[src/design/gpioic_pkg.sv]
// Shared types, register offsets and helpers for the GPIO interrupt controller.
// No dependencies; imported by gpioic_core, gpio_interrupt_controller and the sim files.
package gpioic_pkg;

    localparam int          NUM_PINS_DEFAULT   = 32;
    localparam logic [31:0] VERSION_ID_DEFAULT = 32'h0000_0000;

    localparam int ADDR_W  = 7;
    localparam int DATA_W  = 32;
    localparam int INDEX_W = 5;

    typedef enum logic [1:0] {
        ACT_WRITE = 2'd0,
        ACT_READ  = 2'd1,
        ACT_TICK  = 2'd2
    } gpioic_action_t;

    // Register byte offsets, word aligned
    localparam logic [ADDR_W-1:0] ADDR_ENABLE_LO   = 7'h10;
    localparam logic [ADDR_W-1:0] ADDR_ENABLE_HI   = 7'h14;
    localparam logic [ADDR_W-1:0] ADDR_MASK_LO     = 7'h18;
    localparam logic [ADDR_W-1:0] ADDR_MASK_HI     = 7'h1c;
    localparam logic [ADDR_W-1:0] ADDR_TYPE_LO     = 7'h20;
    localparam logic [ADDR_W-1:0] ADDR_TYPE_HI     = 7'h24;
    localparam logic [ADDR_W-1:0] ADDR_POLARITY_LO = 7'h28;
    localparam logic [ADDR_W-1:0] ADDR_POLARITY_HI = 7'h2c;
    localparam logic [ADDR_W-1:0] ADDR_BOTH_LO     = 7'h30;
    localparam logic [ADDR_W-1:0] ADDR_BOTH_HI     = 7'h34;
    localparam logic [ADDR_W-1:0] ADDR_STATUS      = 7'h50;
    localparam logic [ADDR_W-1:0] ADDR_RAW_STATUS  = 7'h58;
    localparam logic [ADDR_W-1:0] ADDR_EOI_LO      = 7'h60;
    localparam logic [ADDR_W-1:0] ADDR_EOI_HI      = 7'h64;
    localparam logic [ADDR_W-1:0] ADDR_VERSION     = 7'h78;

    typedef struct packed {
        gpioic_action_t    action;
        logic [ADDR_W-1:0] reg_addr;
        logic [DATA_W-1:0] write_data;
        logic [DATA_W-1:0] pin_levels;
    } gpioic_req_t;

    typedef struct packed {
        logic [DATA_W-1:0]  read_data;
        logic               irq_line;
        logic               pending_any;
        logic [INDEX_W-1:0] lowest_pending;
    } gpioic_res_t;

    // Index of the lowest set bit: isolate it, then encode the one-hot word.
    function automatic logic [INDEX_W-1:0] lowest_index(input logic [DATA_W-1:0] st);
        logic [DATA_W-1:0]  onehot;
        logic [INDEX_W-1:0] idx;
        onehot = st & (~st + 32'd1);
        idx    = '0;
        for (int b = 0; b < INDEX_W; b++)
        begin
            for (int i = 0; i < DATA_W; i++)
            begin
                if (((i >> b) & 1) == 1)
                begin
                    idx[b] = idx[b] | onehot[i];
                end
            end
        end
        return idx;
    endfunction

endpackage

[src/design/gpioic_core.sv]
// Per-pin interrupt state, register file and status logic of the controller.
// Depends on gpioic_pkg; state advances once for each request handed in.
module gpioic_core #(
    parameter int          NUM_PINS   = gpioic_pkg::NUM_PINS_DEFAULT,
    parameter logic [31:0] VERSION_ID = gpioic_pkg::VERSION_ID_DEFAULT
) (
    input  logic                clk,
    input  logic                rst_n,
    input  logic                req_valid,
    input  gpioic_pkg::gpioic_req_t req,
    output gpioic_pkg::gpioic_res_t res
);
    import gpioic_pkg::*;

    localparam logic [DATA_W-1:0] PIN_MASK = DATA_W'((64'd1 << NUM_PINS) - 64'd1);

    logic [DATA_W-1:0] enable_reg,   enable_next;
    logic [DATA_W-1:0] mask_reg,     mask_next;
    logic [DATA_W-1:0] type_reg,     type_next;
    logic [DATA_W-1:0] polarity_reg, polarity_next;
    logic [DATA_W-1:0] both_reg,     both_next;
    logic [DATA_W-1:0] prev_reg,     prev_next;
    logic [DATA_W-1:0] latched_reg,  latched_next;

    logic [ADDR_W-1:0] addr;
    logic              high;
    logic [DATA_W-1:0] wr_en;
    logic [DATA_W-1:0] wr_val;
    logic [DATA_W-1:0] pins;
    logic [DATA_W-1:0] rise;
    logic [DATA_W-1:0] fall;
    logic [DATA_W-1:0] hit;
    logic [DATA_W-1:0] raw_cur;
    logic [DATA_W-1:0] raw_new;
    logic [DATA_W-1:0] status_new;
    logic [DATA_W-1:0] rd;

    function automatic logic [DATA_W-1:0] raw_of(
        input logic [DATA_W-1:0] en,
        input logic [DATA_W-1:0] ty,
        input logic [DATA_W-1:0] pol,
        input logic [DATA_W-1:0] both,
        input logic [DATA_W-1:0] prev,
        input logic [DATA_W-1:0] lat
    );
        logic [DATA_W-1:0] em;
        logic [DATA_W-1:0] lvl;
        em  = ty | both;
        lvl = ~em & ~(prev ^ pol);
        return en & ((lat & em) | lvl) & PIN_MASK;
    endfunction

    function automatic logic [DATA_W-1:0] half_of(input logic [DATA_W-1:0] v, input logic hi);
        return hi ? {16'h0000, v[31:16]} : {16'h0000, v[15:0]};
    endfunction

    assign addr = {req.reg_addr[ADDR_W-1:2], 2'b00};
    assign high = req.reg_addr[2];
    assign pins = req.pin_levels & PIN_MASK;

    // Upper half of the write data enables the lower half, bit for bit
    assign wr_en  = high ? {req.write_data[31:16], 16'h0000} : {16'h0000, req.write_data[31:16]};
    assign wr_val = high ? {req.write_data[15:0], 16'h0000}  : {16'h0000, req.write_data[15:0]};

    assign rise = pins & ~prev_reg;
    assign fall = ~pins & prev_reg;
    assign hit  = (both_reg & (rise | fall))
                | (~both_reg & type_reg & ((polarity_reg & rise) | (~polarity_reg & fall)));

    assign raw_cur = raw_of(enable_reg, type_reg, polarity_reg, both_reg, prev_reg, latched_reg);

    always_comb
    begin
        enable_next   = enable_reg;
        mask_next     = mask_reg;
        type_next     = type_reg;
        polarity_next = polarity_reg;
        both_next     = both_reg;
        prev_next     = prev_reg;
        latched_next  = latched_reg;
        rd            = '0;
        unique case (req.action)
            ACT_WRITE:
            begin
                unique case (addr)
                    ADDR_ENABLE_LO, ADDR_ENABLE_HI:
                        enable_next = ((enable_reg & ~wr_en) | (wr_val & wr_en)) & PIN_MASK;
                    ADDR_MASK_LO, ADDR_MASK_HI:
                        mask_next = ((mask_reg & ~wr_en) | (wr_val & wr_en)) & PIN_MASK;
                    ADDR_TYPE_LO, ADDR_TYPE_HI:
                        type_next = ((type_reg & ~wr_en) | (wr_val & wr_en)) & PIN_MASK;
                    ADDR_POLARITY_LO, ADDR_POLARITY_HI:
                        polarity_next = ((polarity_reg & ~wr_en) | (wr_val & wr_en)) & PIN_MASK;
                    ADDR_BOTH_LO, ADDR_BOTH_HI:
                        both_next = ((both_reg & ~wr_en) | (wr_val & wr_en)) & PIN_MASK;
                    ADDR_EOI_LO, ADDR_EOI_HI:
                        latched_next = latched_reg & ~(wr_val & wr_en & PIN_MASK);
                    default:
                        latched_next = latched_reg;
                endcase
            end
            ACT_READ:
            begin
                unique case (addr)
                    ADDR_ENABLE_LO, ADDR_ENABLE_HI:     rd = half_of(enable_reg, high);
                    ADDR_MASK_LO, ADDR_MASK_HI:         rd = half_of(mask_reg, high);
                    ADDR_TYPE_LO, ADDR_TYPE_HI:         rd = half_of(type_reg, high);
                    ADDR_POLARITY_LO, ADDR_POLARITY_HI: rd = half_of(polarity_reg, high);
                    ADDR_BOTH_LO, ADDR_BOTH_HI:         rd = half_of(both_reg, high);
                    ADDR_STATUS:                        rd = raw_cur & ~mask_reg;
                    ADDR_RAW_STATUS:                    rd = raw_cur;
                    ADDR_VERSION:                       rd = VERSION_ID;
                    default:                            rd = '0;
                endcase
            end
            ACT_TICK:
            begin
                latched_next = latched_reg | (hit & enable_reg & PIN_MASK);
                prev_next    = pins;
            end
            default:
                rd = '0;
        endcase
    end

    // Reported status reflects the state after this request
    assign raw_new    = raw_of(enable_next, type_next, polarity_next, both_next,
                               prev_next, latched_next);
    assign status_new = raw_new & ~mask_next;

    assign res.read_data      = rd;
    assign res.irq_line       = |status_new;
    assign res.pending_any    = |status_new;
    assign res.lowest_pending = lowest_index(status_new);

    always_ff @(posedge clk or negedge rst_n)
    begin
        if (!rst_n)
        begin
            enable_reg   <= '0;
            mask_reg     <= '0;
            type_reg     <= '0;
            polarity_reg <= '0;
            both_reg     <= '0;
            prev_reg     <= '0;
            latched_reg  <= '0;
        end
        else if (req_valid)
        begin
            enable_reg   <= enable_next;
            mask_reg     <= mask_next;
            type_reg     <= type_next;
            polarity_reg <= polarity_next;
            both_reg     <= both_next;
            prev_reg     <= prev_next;
            latched_reg  <= latched_next;
        end
    end

endmodule

[src/design/gpio_interrupt_controller.sv]
// Channel   | Dir | Handshake                   | Payload
// s_axis    | in  | s_axis_tvalid/s_axis_tready | tuser: action; tdata: addr, wdata, pins
// m_axis    | out | m_axis_tvalid/m_axis_tready | tdata: read_data, irq, pending, lowest
//
// One request per clock while the result side is not stalled; an accepted request
// passes the input register, then the result register, before it can leave.
// Reset clears all per-pin state, the latched edges and both stage valids.
// A stalled result holds; the input register keeps taking requests until it
// is full behind the stalled result. Depends on gpioic_pkg and gpioic_core.
module gpio_interrupt_controller #(
    parameter int          NUM_PINS   = gpioic_pkg::NUM_PINS_DEFAULT,
    parameter logic [31:0] VERSION_ID = gpioic_pkg::VERSION_ID_DEFAULT
) (
    input  logic        clk,
    input  logic        rst_n,
    input  logic        s_axis_tvalid,
    output logic        s_axis_tready,
    input  logic [71:0] s_axis_tdata,  // reg_addr[6:0], write_data[38:7], pin_levels[70:39], 0
    input  logic [1:0]  s_axis_tuser,  // action[1:0]
    output logic        m_axis_tvalid,
    input  logic        m_axis_tready,
    output logic [39:0] m_axis_tdata   // read_data[31:0], irq_line[32], pending_any[33],
                                       // lowest_pending[38:34], 0
);
    import gpioic_pkg::*;

    logic        in_valid_reg, in_valid_next;
    gpioic_req_t in_req_reg, in_req_next;
    logic        out_valid_reg, out_valid_next;
    gpioic_res_t out_res_reg, out_res_next;
    gpioic_res_t core_res;
    logic        accept;
    logic        advance;

    assign advance       = in_valid_reg && (!out_valid_reg || m_axis_tready);
    assign s_axis_tready = !in_valid_reg || advance;
    assign accept        = s_axis_tvalid && s_axis_tready;

    always_comb
    begin
        in_req_next.action     = gpioic_action_t'(s_axis_tuser);
        in_req_next.reg_addr   = s_axis_tdata[6:0];
        in_req_next.write_data = s_axis_tdata[38:7];
        in_req_next.pin_levels = s_axis_tdata[70:39];
        in_valid_next          = accept || (in_valid_reg && !advance);
        out_valid_next         = advance || (out_valid_reg && !m_axis_tready);
        out_res_next           = core_res;
    end

    gpioic_core #(
        .NUM_PINS   (NUM_PINS),
        .VERSION_ID (VERSION_ID)
    ) u_core (
        .clk       (clk),
        .rst_n     (rst_n),
        .req_valid (advance),
        .req       (in_req_reg),
        .res       (core_res)
    );

    always_ff @(posedge clk or negedge rst_n)
    begin
        if (!rst_n)
        begin
            in_valid_reg  <= 1'b0;
            out_valid_reg <= 1'b0;
        end
        else
        begin
            in_valid_reg  <= in_valid_next;
            out_valid_reg <= out_valid_next;
        end
    end

    always_ff @(posedge clk)
    begin
        if (accept)
        begin
            in_req_reg <= in_req_next;
        end
        if (advance)
        begin
            out_res_reg <= out_res_next;
        end
    end

    assign m_axis_tvalid = out_valid_reg;
    assign m_axis_tdata  = {1'b0, out_res_reg.lowest_pending, out_res_reg.pending_any,
                            out_res_reg.irq_line, out_res_reg.read_data};

endmodule

[config.mk]
export PLATFORM = sky130hd
export DESIGN_NAME = gpio_interrupt_controller
export DESIGN_NICKNAME = d
export VERILOG_FILES = /design/src/design/gpioic_pkg.sv /design/src/design/gpioic_core.sv /design/src/design/gpio_interrupt_controller.sv
export SDC_FILE = /design/constraint.sdc
export NUM_CORES = 1
export LEC_CHECK = 0
export ABC_AREA = 1
export BUFFER_PORTS_ARGS = -buffer_cell sky130_fd_sc_hd__buf_2
export CAP_MARGIN = 0
export CORE_MARGIN = 2
export CORE_UTILIZATION = 45
export CTS_BUF_LIST = sky130_fd_sc_hd__clkbuf_8
export CTS_CLUSTER_SIZE = 10
export DETAILED_ROUTE_END_ITERATION = 7
export HOLD_SLACK_MARGIN = 0.03
export PLACE_DENSITY = 0.73
export REMOVE_ABC_BUFFERS = 1
export SLEW_MARGIN = 20
export SYNTH_ARGS = -nofsm -noshare
export SYNTH_HDL_FRONTEND = slang
export SYNTH_SLANG_ARGS = --single-unit
[constraint.sdc]
create_clock -name clk -period 5.4 [get_ports clk]
set_clock_uncertainty 0.1 [all_clocks]
set_input_delay 0.27 -clock clk [delete_from_list [all_inputs] [get_ports clk]]
set_output_delay 0.27 -clock clk [all_outputs]
set_load 0.01 [all_outputs]
After elaboration in Yosys (flattened, before gate mapping)

Cells that the tools add are included.

Bits in registers: 337
Word-level logic and storage cells: 201

Equality and inequality tests: 16
Reductions and logical operators: 20
Bitwise gates (word level): 127
Multiplexer cells: 21
$add $sub $neg: 1

Operator list:

| cell                                                                   | count |
|---|---|
| 32-bit AND                                                             | 24 |
| 32-bit 2-to-1 mux                                                      | 14 |
| 32-bit NOT                                                             | 13 |
| 32-bit OR                                                              | 13 |
| 32-bit one-hot mux with 7 select lines                                 | 1 |
| 16-bit 2-to-1 mux                                                      | 5 |
| 1-bit OR                                                               | 75 |
| 32-bit one-hot mux with 2 select lines                                 | 1 |
| 32-bit XOR                                                             | 2 |
| 32-bit by 1-bit adder with 32-bit output (second input constant)       | 1 |
| 32-bit OR reduction                                                    | 1 |
| 5-bit by 4-bit equality test with 1-bit output (second input constant) | 6 |
| 5-bit by 3-bit equality test with 1-bit output (second input constant) | 4 |
| 5-bit equality test (second input constant)                            | 4 |
| 2-bit OR reduction                                                     | 6 |
| 1-bit logical AND                                                      | 4 |
| 1-bit zero test                                                        | 4 |
| 1-bit logical OR                                                       | 4 |
| 2-bit by 1-bit equality test with 1-bit output (second input constant) | 1 |
| 2-bit equality test (second input constant)                            | 1 |
| 2-bit zero test                                                        | 1 |

Logic depth before layout (Yosys ltp)

Gate-level depths: netlist (run 1).

Depth in word-level cells: 31
Mapped depth: 21
Depth with buffers taken out: 21

Hierarchy

From an unflattened synthesis (run 1), not the netlist that was laid out.

Cells, all modules: 3143
Area total of the unflattened synthesis: 22105.0 µm²

Modules (own cells, without submodules):

| module                    | cells each | area an instance (µm²) | times used |
|---|---|---|---|
| gpioic_core               | 3017       | 18635.4                | 1 |
| gpio_interrupt_controller | 126        | 3469.6                 | 1 |

Least setup slack after synthesis (run 1)

OpenSTA, ideal clock, no wires.

Kind: register to register
From: reg out_valid_reg (netlist: m_axis_tvalid)
To: reg out_res_reg, in the netlist m_axis_tdata[0], enable pin
Setup slack: 2.427 ns
Stages on the path, launching flop included: 7
Arrival: 2.458 ns
Period minus slack after synthesis: 2.973 ns
Path buffers: 3
Setup time: 0.415 ns
Path through: dfrtp_1 -> nand2_1 -> nand2_1 -> clkbuf_1 -> inv_2 -> clkbuf_1 -> clkbuf_1

Cells in the longest elaborated chain, start to end: 3

Ends and longest elaborated chain:

| what                     | RTL line                        | text |
|---|---|---|
| start: declaration       | gpio_interrupt_controller.sv:29 | `logic out_valid_reg, out_valid_next;` |
| start signal: assignment | gpio_interrupt_controller.sv:71 | `out_valid_reg <= out_valid_next;` |
| 1-bit zero test          | gpio_interrupt_controller.sv:35 | `assign advance = in_valid_reg && (!out_valid_reg \|\| m_axis_tready);` |
| 1-bit logical OR         | gpio_interrupt_controller.sv:35 |  |
| 1-bit logical AND        | gpio_interrupt_controller.sv:35 |  |
| named net advance        | gpio_interrupt_controller.sv:33 | `logic advance;` |
| end signal: assignment   | gpio_interrupt_controller.sv:83 | `out_res_reg <= out_res_next;` |
| end: declaration         | gpio_interrupt_controller.sv:30 | `gpioic_res_t out_res_reg, out_res_next;` |

The timed path passes the listed nets, and every way through them passes these cells.
A chain may end at the register's enable or synchronous reset.

==> results of run 1 <==
[through the flow]
step	worst slack, ns	setup TNS, ns	utilization [%]
6_report	1.414	0	51.99
3_3_place_gp	1.594	0	47.95
4_1_cts	1.551	0	51.98
5_1_grt	1.185	0	51.98
2_1_floorplan	-2.481	-322.57	-
3_5_place_dp	1.556	0	47.95
[power by group through the flow]
stage               logic (mW)  registers [mW]  clock network (mW)
finish                    2.67            3.60                2.44
global route              3.10            3.66                2.60
CTS                       2.65            3.58                2.49
detailed placement        2.59            3.62                   0
global placement          2.55            3.62                   0
floorplan                 1.91            3.51                   0
[routing by layer]
metal	global-route usage [%]	vias up	part of all wire (%)
met1	37.76	10180	41
li1	-	10880	-
met4	15.12	2	5.3
met3	5.589	259	10
met5	0	-	0.0069
met2	44.08	1067	43
[kinds of logic after synthesis]
logic type | share of synthesized area (%)
compound gates | 17.66
xor+xnor | 0.03915
fa+ha+maj | 3.579
buf+inv | 9.673
flops | 39.90
other cells | 0.01676
simple gates | 29.13
[cells in the mapped netlist, types with 10 or more instances]
cell          n  area (um2)
edfxtp_1    109        3273
nand3_2      11       110.1
nand2_2      12       75.07
o21ai_1      30       150.1
buf_2        33       165.2
a221oi_1     10       87.58
nor2_1      311        1167
ha_1         64       800.8
clkbuf_1     76       285.3
nand2_1    1019        3825
o21ai_0     420        2102
a21oi_1     108       540.5
a211oi_1     28       210.2
nor2_4       10       112.6
a22oi_1      16       120.1
nor2_2       10       62.56
inv_1       396        1486
dfrtp_1     226        5655
a311oi_1     16       140.1
o2111ai_1    14       122.6
nand3_1     176       880.8
nand4_1      20       125.1
nand3b_1     10       75.07
a31oi_1      15       93.84
[cell usage in the layout (no fill, tap or decap), types with 12 or more instances in the layout]
cell type and count:
a31oi_1 15, a21oi_1 108, dfrtp_1 226, a211oi_1 28, nand3_1 176, inv_1 412
nand2_1 1017, a22oi_1 16, nand2_2 12, clkbuf_8 74, clkinv_1 13, ha_1 64
buf_2 114, nand4_1 20, nor2_1 310, dlygate4sd3_1 75, buf_4 32, edfxtp_1 109
a311oi_1 16, o21ai_0 420, o21ai_1 30, o2111ai_1 14, clkinv_2 15
[path summary, 6_finish.rpt]
kind	startpoint	to	slack, ns	cells past startpoint
worst max-delay path	in_req_reg[67]	m_axis_tdata[38]	1.41	17
worst min-delay path	rst_n	u_core.prev_reg[7]	0.16	2
worst max register to register	in_req_reg[67]	m_axis_tdata[38]	1.41	17
worst min register to register	u_core.latched_reg[21]	u_core.latched_reg[21]	0.41	2
max in group asynchronous	rst_n	u_core.prev_reg[16]	3.72	3
min in group clk	s_axis_tdata[15]	in_req_reg[40]	0.19	2
[what timing repair did]
| action | in CTS | in global routing |
|---|---|---|
| setup endpoints to repair | 0 | 0 |
| endpoints found under the hold margin | 173 | 0 |
| hold buffers | 75 | 0 |
[area by class of cell]
cell class,instances,area [um2]
clock inverter,42,203.9
fill,4850,23550
antenna,2,5.005
multi-input combinational,2363,11310
sequential,335,8929
clock buffer,74,1018
inverter,406,1531
timing repair buffer,227,1677
tap,664,830.8
[worst max-delay path: cells and delay by family, from the launching register on]
family | cells | cell delay (ns)
buffers and inverters | 1 | 0.93
and+or+nand+nor | 15 | 1.91
AOI/OAI and AO/OA | 1 | 0.08
DFF | 1 | 0.69
==> metrics, run 1 <==
Via Count 22,390; number of global-route vias before repair approximately 21,000; Routed Antenna Nets 0; clock root cell clkbuf_8; switching power between 3 and 4 mW; core box area between 40,000 and 50,000 um2; hold_ws 0.1637 ns; largest net degree at the start of global routing 127; gpl congestion 0.9376; synthesized area per cell between 6 and 7 um2; design area around 26,000 um2; # H-tree levels 2; HP Class in -> async; die area 51,520 um2; Site Rows a little over 80; Seq/Total Area, Yosys 39.90%; gr ovfl total 0; PD cells ~340 nW/um2; Post-synth EDFFs between 100 and 150; initial antenna violation count 0; synthesis-to-finish area growth 13.96%; global-route wire length before repair approximately 110,000 um; CP endpoint kind flop; Flop pwr share 41.3%; Worst Path Max Fanout 17; Cells after Synth roughly 3,200; min Tclk post-route 3.986 ns; Leak about 12 nW; CTS tree built; Slew @ Worst Pin ~1.2 ns; WL final slightly above 70,000 um; Cell variety after synth 49; final hold violations 0; peak supply drop 0.0001911 V; worst skew pair latency a little under 0.7 ns; asr flop ratio synth 67.46%; drt wl/cell 17.70 um; first-pass iteration count of the detailed router 6; GR Util All Layers 28.46%; switch share between 30 and 40%; Initial Util a little under half; Comb power frac between 30% and 40%; Layout Cells excl Fill 4,113; most numerous cell on the critical path nand2_1; Detail Placement HPWL around 46,000 um; Residual DRC 0; Ys Warns 0; CTS sink count between 300 and 400; Data arrival, critical path ~4.3 ns; starting DRC count in detailed routing around 2,500; status complete, no violations; Slew Limit Fails 0; maxcap violations 0; IO Pins 120; CP max stage cell clkinv_1; postcts setup bufs 0; final setup fails 0; deepest clock path buffer count 3; max FFs per register roughly 70; headroom to the max-slew limit about 17%; Max Fclk approximately 0.25 GHz; CP Class reg -> reg; Final #Nets 3,536; die height around 230 um; cell area after synthesis approximately 22,000 um2; Placed Area approximately 24,000 um2; share of cells above drive strength 1 between 8 and 9%; placed insts between 3,000 and 4,000; PortBufs around 120; die width 227.0 um; flops & latches, synth 335; Crit path largest cell delay approximately 0.93 ns; quantity of gates resized following cts 0; Top FF cell, synth dfrtp_1; RSZ-0062 raised after global routing no; Power, Total 8.710 mW; Internal Power ~5.3 mW; CP Launch Type flop; CP cell instances nor2_4 > nand3_2 > clkinv_1 > nand2_1 > nand2_1 > o21ai_0 > nor2_1 > nand2_1 > nand3_1 > nand2_1 > nor2_1 > nand2_1 > nor2_4 > nand2_1 > nand3_1 > nor2_1 > nand4_1; routed vias/inst approximately 5.4; clk slew on worst S/H paths approximately 0.06 ns; CTS buffer count 61; Tcrit/Tclk final roughly three quarters; Critical Path RT around 5.7 ns; Clk pwr share between 20% and 30%
Note: power is estimated with default switching activity, not from simulation.
==> run 2, diff against run 1 <==
--- a/config.mk
+++ b/config.mk
@@ -14,7 +14,7 @@
 export CTS_CLUSTER_SIZE = 10
 export DETAILED_ROUTE_END_ITERATION = 7
 export HOLD_SLACK_MARGIN = 0.03
-export PLACE_DENSITY = 0.73
+export PLACE_DENSITY = 0.75
 export REMOVE_ABC_BUFFERS = 1
 export SLEW_MARGIN = 20
 export SYNTH_ARGS = -nofsm -noshare
==> constraint.sdc (replaced) <==
create_clock -name clk -period 3.6 [get_ports clk]
set_clock_uncertainty 0.1 [all_clocks]
set_input_delay 0.18 -clock clk [delete_from_list [all_inputs] [get_ports clk]]
set_output_delay 0.18 -clock clk [all_outputs]
set_load 0.01 [all_outputs]
==> run 2 against run 1 <==
  * Count of clock-buffer cells in the layout decreased by 5
  * Wire length grew 0.36%
  * Highest routed layer is now met4
  * Utilization increased by 1.4 points
  * Fmax grew 18%
  * Setup slack got worse by 1.2 ns
  * Clock power increased by 71%
  * Sequential power grew 50%
  * Hold slack got worse by 0.067 ns
==> metrics, run 2 (synthesized netlist as in run 1, its figures left out) <==
initial antenna violation count 0 (unchanged); headroom to the max-slew limit 39.63% (+23 points); number of global-route vias before repair 20,750 (-1.7%); CP max stage cell edfxtp_1; Site Rows 81 (unchanged); worst skew pair latency 0.70 ns (about the same); global-route wire length before repair 113,200 um (-0.53%); synthesis-to-finish area growth 17.02%; WL final 73,060 um (+0.36%); CTS sink count 335 (unchanged); depth of the most critical reg-to-reg path 17 (unchanged); clock root cell clkbuf_8; Detail Placement HPWL 49,050 um (+5.6%); Leak 12.12 nW (+3.1%); CP cell instances inv_1 > nand2_1 > nor2_4 > buf_12 > nand3_1 > a21oi_1 > nand2_1 > nand2_1 > nand2_1 > nor2_1 > nor2_1 > nand3_1 > nor2_4 > nand2_1 > o211ai_2 > nor2_1 > nand3_1; Critical Path RT 3.92 ns (-1.79 ns); GR Util All Layers 28.38% (-0.082 points); gpl congestion 0.9710 (+3.6%); Storage cell area 8929 um2 (unchanged); gr ovfl total 0 (unchanged); die width 227.0 um (unchanged); Data arrival, critical path 3.70 ns (-0.60 ns); maxcap violations 0 (unchanged); Max Fclk 0.2964 GHz (+18%); Worst Path Max Fanout 15 (-2); PD cells 520.9 nW/um2 (+52%); CP Class reg -> reg; CP Launch Type flop; Crit path largest cell delay 0.50 ns (-0.43 ns); starting DRC count in detailed routing 2,592 (+2.8%); CP endpoint kind flop; Inserted Diodes 0 (-2); most numerous cell on the critical path nand2_1; area of the multi-input gates 11,310 um2 (unchanged); CTS tree built; Power, Total 13.64 mW (+57%); Tcrit/Tclk final 93.72% (+20 points); share of cells above drive strength 1 10.22% (+1.4 points); hold path depth 2; PortBufs 115 (unchanged); Reg2Reg Setup Slack 0.23 ns (-1.19 ns); HP Class in -> reg; CTS buffer count 60 (-1.6%); drt wl/cell 17.57 um (-0.72%); status complete, no violations; routed vias/inst 5.437 (-0.11%); most frequent cells in the layout 1,017 x nand2_1, 419 x o21ai_0, 411 x inv_1; first-pass iteration count of the detailed router 6 (unchanged); # H-tree levels 2 (unchanged); RSZ-0062 raised after global routing no; core box area 49,050 um2 (unchanged); Layout Cells excl Fill 4,158 (+1.1%); Via Count 22,610 (+0.98%); max FFs per register 71 (unchanged); Routed Antenna Nets 0 (unchanged); capturing point of the worst reg2reg path m_axis_tdata[36]; r2r startpoint in_req_reg[68]; Hold Path Sink in_req_reg[48]; most common cell after layout, fill and taps aside nand2_1; Initial Util 45.62% (unchanged); critical path's top delay family simple AND/OR/NAND/NOR gates; Final #Nets 3,584 (+1.4%); Hold Path Origin s_axis_tdata[23]; IO Pins 120 (unchanged); die area 51,520 um2 (unchanged); Filler cells 4,830 (-0.41%); clk slew on worst S/H paths 0.07 ns (about the same); final setup fails 0 (unchanged); largest net degree at the start of global routing 220 (+73%); Slew @ Worst Pin 0.9056 ns (-0.3421 ns); final hold violations 0 (unchanged); die height 227.0 um (unchanged); placed insts 3,966 (+1.2%); Residual DRC 0 (unchanged); peak supply drop 0.0002968 V (+55%); min Tclk post-route 3.374 ns (-0.6116 ns); Buf/Inv on CP 2 (+1); Slew Limit Fails 0 (unchanged); deepest clock path buffer count 3 (unchanged)
run 2: cell count changes in the layout (fill, tap and decap cells not counted), sizes merged:
cell         before  now
diode             2    0
clkinvlp          1    2
clkinv           28   22
bufinv            1    9
buf             152  200
clkbuf           74   69
dlygate4sd3      75   76
run 2: area by class of cell:
cell class              instances  area share [%]
clock buffers                  69           3.627
flip-flops and latches        335           34.10
clock inverters                45           1.653
multi-input cells            2363           43.18
well taps                     664           3.173
inverters                     406           5.849
repair buffers                276           8.420
run 2: timing repair:
action                                  4_1_cts  5_1_grt
buffers inserted                              0        1
hold endpoints to repair                    299        0
endpoints found under the setup margin        0        4
hold buffers                                 77        0
resized for setup                             0        1
run 2: per-stage QoR:
step / setup slack, ns / TNS [ns] / util, % / instance area, um2 / hold WS [ns]
floorplan: -4.281 / -719.25 / - / 21740 / -0.2156
global placement: 0.3199 / 0 / 48.94 / 24010 / 0.05863
detailed placement: 0.3202 / 0 / 48.94 / 24010 / 0.06418
CTS: 0.3005 / 0 / 53.36 / 26180 / 0.05443
global route: 0.004952 / 0 / 53.38 / 26180 / 0.07919
finish: 0.2260 / 0 / 53.38 / 26180 / 0.09652
run 2: how the worst max path moves through the flow:
stage,from,slack [ns],cells after the start,to
after global routing,in_req_reg[68],0.005,17,m_axis_tdata[36]
after detailed placement,in_req_reg[67],0.32,19,m_axis_tdata[34]
after floorplan,m_axis_tvalid,-4.28,3,m_axis_tdata[0]
after global placement,in_req_reg[67],0.32,19,m_axis_tdata[34]
after CTS,in_req_reg[67],0.30,19,m_axis_tdata[34]
final,in_req_reg[68],0.23,17,m_axis_tdata[36]
run 2: per-layer routing:
metal | routed length (um) | global-route usage, % | up-vias
li1 | - | - | 10990
met2 | 31920 | 44.02 | 1117
met4 | 3454 | 13.16 | 0
met5 | 0 | 0 | -
met3 | 7740 | 6.131 | 216
met1 | 29940 | 38.01 | 10290
run 2: report_power, final:
| part | leakage, nW | internal (mW) | switching [mW] |
|---|---|---|---|
| clock | 0.773 | 2.40 | 1.76 |
| combinational | 7.32 | 1.42 | 2.65 |
| sequential | 4.03 | 4.66 | 0.746 |
